File: config.mk
export PLATFORM = sky130hd
export DESIGN_NAME = qers_div
export DESIGN_NICKNAME = d
export VERILOG_FILES = /design/src/sv/qers_pkg.sv /design/src/sv/qers_div.sv
export SDC_FILE = /design/constraint.sdc
export NUM_CORES = 1
export LEC_CHECK = 0
export BUFFER_PORTS_ARGS = -buffer_cell sky130_fd_sc_hd__buf_2
export CAP_MARGIN = 5
export CORE_MARGIN = 4
export CORE_UTILIZATION = 55
export DETAILED_ROUTE_END_ITERATION = 16
export HOLD_SLACK_MARGIN = 0.02
export PLACE_DENSITY = 0.87
export SLEW_MARGIN = 20
export SYNTH_ARGS = -nofsm -noshare
export SYNTH_HDL_FRONTEND = slang
export SYNTH_SLANG_ARGS = --single-unit
File: constraint.sdc
create_clock -name clk -period 4.55 [get_ports clk]
set_clock_uncertainty 0.15 [all_clocks]
set_input_delay 0.2275 -clock clk [delete_from_list [all_inputs] [get_ports clk]]
set_output_delay 0.2275 -clock clk [all_outputs]
set_load 0.1 [all_outputs]
File: src/sv/qers_pkg.sv
`default_nettype none
package qers_pkg;

  localparam int COEF_WIDTH_DEF = 16;

  // result field widths
  localparam int KIND_W = 3;
  localparam int NUM_W  = 18;
  localparam int DEN_W  = 17;
  localparam int RAT_W  = 17;
  localparam int RADC_W = 17;
  localparam int REST_W = 33;

  localparam logic [KIND_W-1:0] KIND_NONE     = 3'd0;
  localparam logic [KIND_W-1:0] KIND_DOUBLE   = 3'd1;
  localparam logic [KIND_W-1:0] KIND_RATIONAL = 3'd2;
  localparam logic [KIND_W-1:0] KIND_IRRATION = 3'd3;
  localparam logic [KIND_W-1:0] KIND_A_ZERO   = 3'd4;

  typedef enum logic [4:0] {
    S_IDLE, S_BB, S_AC, S_DELTA, S_CLASS,
    S_PSQ, S_PCMP, S_PDIV, S_PDIV2, S_KMUL, S_KSTORE,
    S_KSQ, S_KSQ2, S_RDIV,
    S_RED, S_GLOAD, S_GCD, S_GWAIT, S_SWAIT, S_RDONE,
    S_OUT
  } state_t;

  typedef struct packed {
    logic start;
  } div_ctl_t;

  typedef struct packed {
    logic busy;
    logic done;
  } div_sts_t;

endpackage
`default_nettype wire

File: src/sv/qers_div.sv
`default_nettype none
// Restoring unsigned divider, one quotient bit per cycle.
module qers_div #(
  parameter int DW = 33
) (
  input  wire logic               clk,
  input  wire logic               rst_n,
  input  wire qers_pkg::div_ctl_t ctl,
  input  wire logic [DW-1:0]      dividend,
  input  wire logic [DW-1:0]      divisor,
  output qers_pkg::div_sts_t      sts,
  output logic [DW-1:0]           quo,
  output logic [DW-1:0]           rem
);

  localparam int CW = $clog2(DW + 1);

  logic [DW-1:0] quo_r, rem_r, den_r;
  logic [CW-1:0] cnt_r;
  logic          busy_r, done_r;
  logic [DW:0]   trial, diff;
  logic          ge;

  assign trial = {rem_r, quo_r[DW-1]};
  assign ge    = trial >= {1'b0, den_r};
  assign diff  = trial - {1'b0, den_r};

  always_ff @(posedge clk) begin
    if (!rst_n) begin
      busy_r <= 1'b0;
      done_r <= 1'b0;
      cnt_r  <= '0;
    end else begin
      done_r <= 1'b0;
      if (ctl.start) begin
        quo_r  <= dividend;
        rem_r  <= '0;
        den_r  <= divisor;
        cnt_r  <= CW'(DW);
        busy_r <= 1'b1;
      end else if (busy_r) begin
        rem_r <= ge ? diff[DW-1:0] : trial[DW-1:0];
        quo_r <= {quo_r[DW-2:0], ge};
        cnt_r <= cnt_r - CW'(1);
        if (cnt_r == CW'(1)) begin
          busy_r <= 1'b0;
          done_r <= 1'b1;
        end
      end
    end
  end

  assign sts.busy = busy_r;
  assign sts.done = done_r;
  assign quo      = quo_r;
  assign rem      = rem_r;

  a_start_sets_busy: assert property (@(posedge clk) disable iff (!rst_n)
    ctl.start |=> busy_r) else $error("divider did not start");
  a_done_not_busy: assert property (@(posedge clk) disable iff (!rst_n)
    done_r |-> !busy_r) else $error("divider done while busy");
  a_done_pulse: assert property (@(posedge clk) disable iff (!rst_n)
    done_r |=> !done_r) else $error("divider done held");

endmodule
`default_nettype wire

==> flow_metrics.tcl <==
set metrics [dict create \
    hold_path_class "in2reg" \
    viasPerCell 5.72 \
    report.final.slew_viol_count 0 \
    gr-total-overflow 0 \
    place.gp.congestion 0.963 \
    synthArstFlopShare_pct 0 \
    nets 855 \
    min_period_over_period_pct 78.8 \
    fin_cells 895 \
    htree_levels 3 \
    maxCapViolations 0 \
    setup_viol 0 \
    fin_crit_ns 3.59 \
    required_ns 4.54 \
    core_sq_um 10900 \
    cp_max_fo 3 \
    area_growth_pct 26.8 \
    start_kind "flop" \
    root_buffer "clkbuf_8" \
    fin_ws_ns 0.964 \
    clock_latency_ns 0.41 \
    multi_input_area_sq_um 2750 \
    n_fill_cell 748 \
    worst_pin_slew_ns 0.783 \
    grt_first_pass_wirelength_mm 25.2 \
    rows 38 \
    ir_drop_v 0.000283 \
    max_freq_mhz 279 \
    hpwl_mm 10.6 \
    synth_cells 557 \
    port-buffer-count 136 \
    synth-main-ff-cell "edfxtp_1" \
    synth_cell_types 58 \
    relSlewSlack_pct 47.8 \
    yosys_warnings 0 \
    synth-edff-count 99 \
    p_leak_nw 3.41 \
    vias 5123 \
    placed_cells 813 \
    die_x_um 114 \
    grt_use_total_pct 24.7 \
    whs_ns 0.0488 \
    ant_nets 0 \
    design_power_total_mw 3.05 \
    synth_area_per_cell_sq_um 11.1 \
    synthesis.nets 662 \
    wl_per_cell_um 17.8 \
    area.sequential_sq_um 3130 \
    drtIter0Drc 279 \
    arrival_ns 3.57 \
    path_clk_slew_ns 0.12 \
    pre_cts_slack_ns 1.04 \
    initial_utilization_pct 56.5 \
    hold_viol_final 0 \
    firstDrtPassIters 5 \
    antenna_found_initial 0 \
    dieArea_sq_um 12900 \
    cts_tree "done" \
    diodes 0 \
    status "finished, final reports clean" \
    powerDensity_nw_per_um2 391 \
    critPathKind "reg2reg" \
    drc 0 \
    cp-end-kind "flop" \
    grt_pass1_vias 5075 \
    cts_made_buffers 9 \
    io-pin-count 137 \
    clock-sinks 107 \
    grt_max_degree 46 \
    drive_above_1_share_pct 26.2 \
    grt_setup_unrepaired "false" \
    synth_area_sq_um 6160 \
    drt_wl_total_mm 15.9 \
    final.setup.tns_ns 0 \
    ys_seq_area_share_pct 50.9 \
    clk_path_buf_depth 2 \
    ys_ff_latch 107 \
    fp.dieH_um 114 \
]
-- worst max-delay path: stages (launching register included) --
cell and delay [ns]:
edfxtp_1 0.44, inv_1 0.08, ha_1 0.16, inv_1 0.05, fa_1 0.41, a21oi_1 0.23
o21ai_0 0.14, a2111oi_0 0.59, o31a_1 0.31, o21ai_1 0.13, a311oi_1 0.30, xnor2_1 0.11
mux2i_1 0.15, nor2_1 0.07
-- worst paths after layout --
check	from	endpoint	slack, ns	cells after the start
worst max-delay path	quo[32]	rem[28]	0.96	13
worst min-delay path	dividend[0]	quo[0]	0.05	3
worst max register to register	quo[32]	rem[28]	0.96	13
worst min register to register	cnt_r[1]	cnt_r[1]	0.40	2
-- kinds of logic after synthesis --
| family | share of synthesized area [%] |
|---|---|
| multiplexers | 7.81 |
| adder cells (fa/ha/maj) | 7.44 |
| XOR/XNOR | 4.55 |
| AO/OA/AOI/OAI | 13.9 |
| AND/OR/NAND/NOR | 10.9 |
| flip-flops | 50.9 |
| buffers and inverters | 4.49 |
-- flip-flops by register name, summed over array words and instances, names as in the netlist --
signal and cells:
busy_r 1, cnt_r 6, den_r 33, done_r 1, quo 33, rem 33
-- area by class of cell --
class	count	share of cell area [%]
Clock buffer	9	1.59
Inverter	44	2.12
Clock inverter	7	1.17
Tap cell	140	2.24
Sequential cell	107	40.1
Timing Repair Buffer	206	17.6
Multi-Input combinational cell	382	35.2
-- stage by stage --
step,util [%],instance area [sq um]
CTS,71.7,7810
global placement,63.7,6930
detailed placement,63.7,6930
floorplan,-,6160
global route,71.7,7810
finish,71.7,7810
-- metal layers --
layer / track usage, % / routed length (um) / vias to the layer above
met1: 29.8 / 6200 / 2442
li1: - / - / 2419
met3: 6.90 / 1310 / 28
met5: 0 / 0 / -
met2: 42.9 / 8040 / 234
met4: 8.00 / 366 / 0
-- cell usage in the layout, fill, tap and decap left out, types with 3 or more instances in the layout --
cell / n
a211oi_1: 3
a21boi_0: 4
a21o_1: 24
a21oi_1: 46
a31oi_1: 10
and2_1: 3
and3_1: 7
buf_2: 136
buf_4: 4
clkbuf_8: 9
dfxtp_1: 8
dlygate4sd3_1: 66
edfxtp_1: 99
ha_1: 35
inv_1: 42
mux2_2: 32
mux2i_1: 12
nand2_1: 23
nand2b_1: 4
nand3_1: 10
nand4_1: 4
nor2_1: 65
nor2b_1: 4
nor3_1: 4
nor4_1: 3
o211ai_1: 3
o21ai_0: 13
or3_1: 4
xnor2_1: 20
xor2_1: 12
-- where the power goes --
group,switching (mW),internal [mW]
logic,0.814,0.366
registers,0.0523,1.18
clock network,0.374,0.268
total,1.24,1.81
-- Yosys cell counts (all sizes together), types with 3 or more instances --
master | n | share of area [%]
clkbuf | 16 | 0.98
a31oi | 10 | 1.0
nor4 | 3 | 0.30
mux2i | 12 | 2.0
and3 | 7 | 0.71
buf | 8 | 0.83
nand2b | 4 | 0.41
o21a | 3 | 0.37
xor2 | 12 | 1.7
edfxtp | 99 | 48
mux2 | 32 | 5.9
o211ai | 3 | 0.37
a21o | 24 | 2.9
dfxtp | 8 | 2.6
nand3 | 10 | 0.81
o21ai | 16 | 1.4
or2 | 3 | 0.30
a21oi | 49 | 4.3
nor2b | 4 | 0.41
and2 | 3 | 0.30
nand4 | 4 | 0.41
inv | 43 | 2.6
a21boi | 4 | 0.49
a211oi | 3 | 0.37
nand2 | 23 | 1.4
xnor2 | 20 | 2.8
or3 | 4 | 0.41
ha | 35 | 7.1
nor3 | 4 | 0.33
nor2 | 65 | 4.0
-- timing repair --
item,4_1_cts,5_1_grt
gates resized for setup,0,0
hold buffers,66,0
endpoints found under the hold margin,69,0
buffers inserted,0,0
No activity file was read; power rests on OpenSTA's default activity.
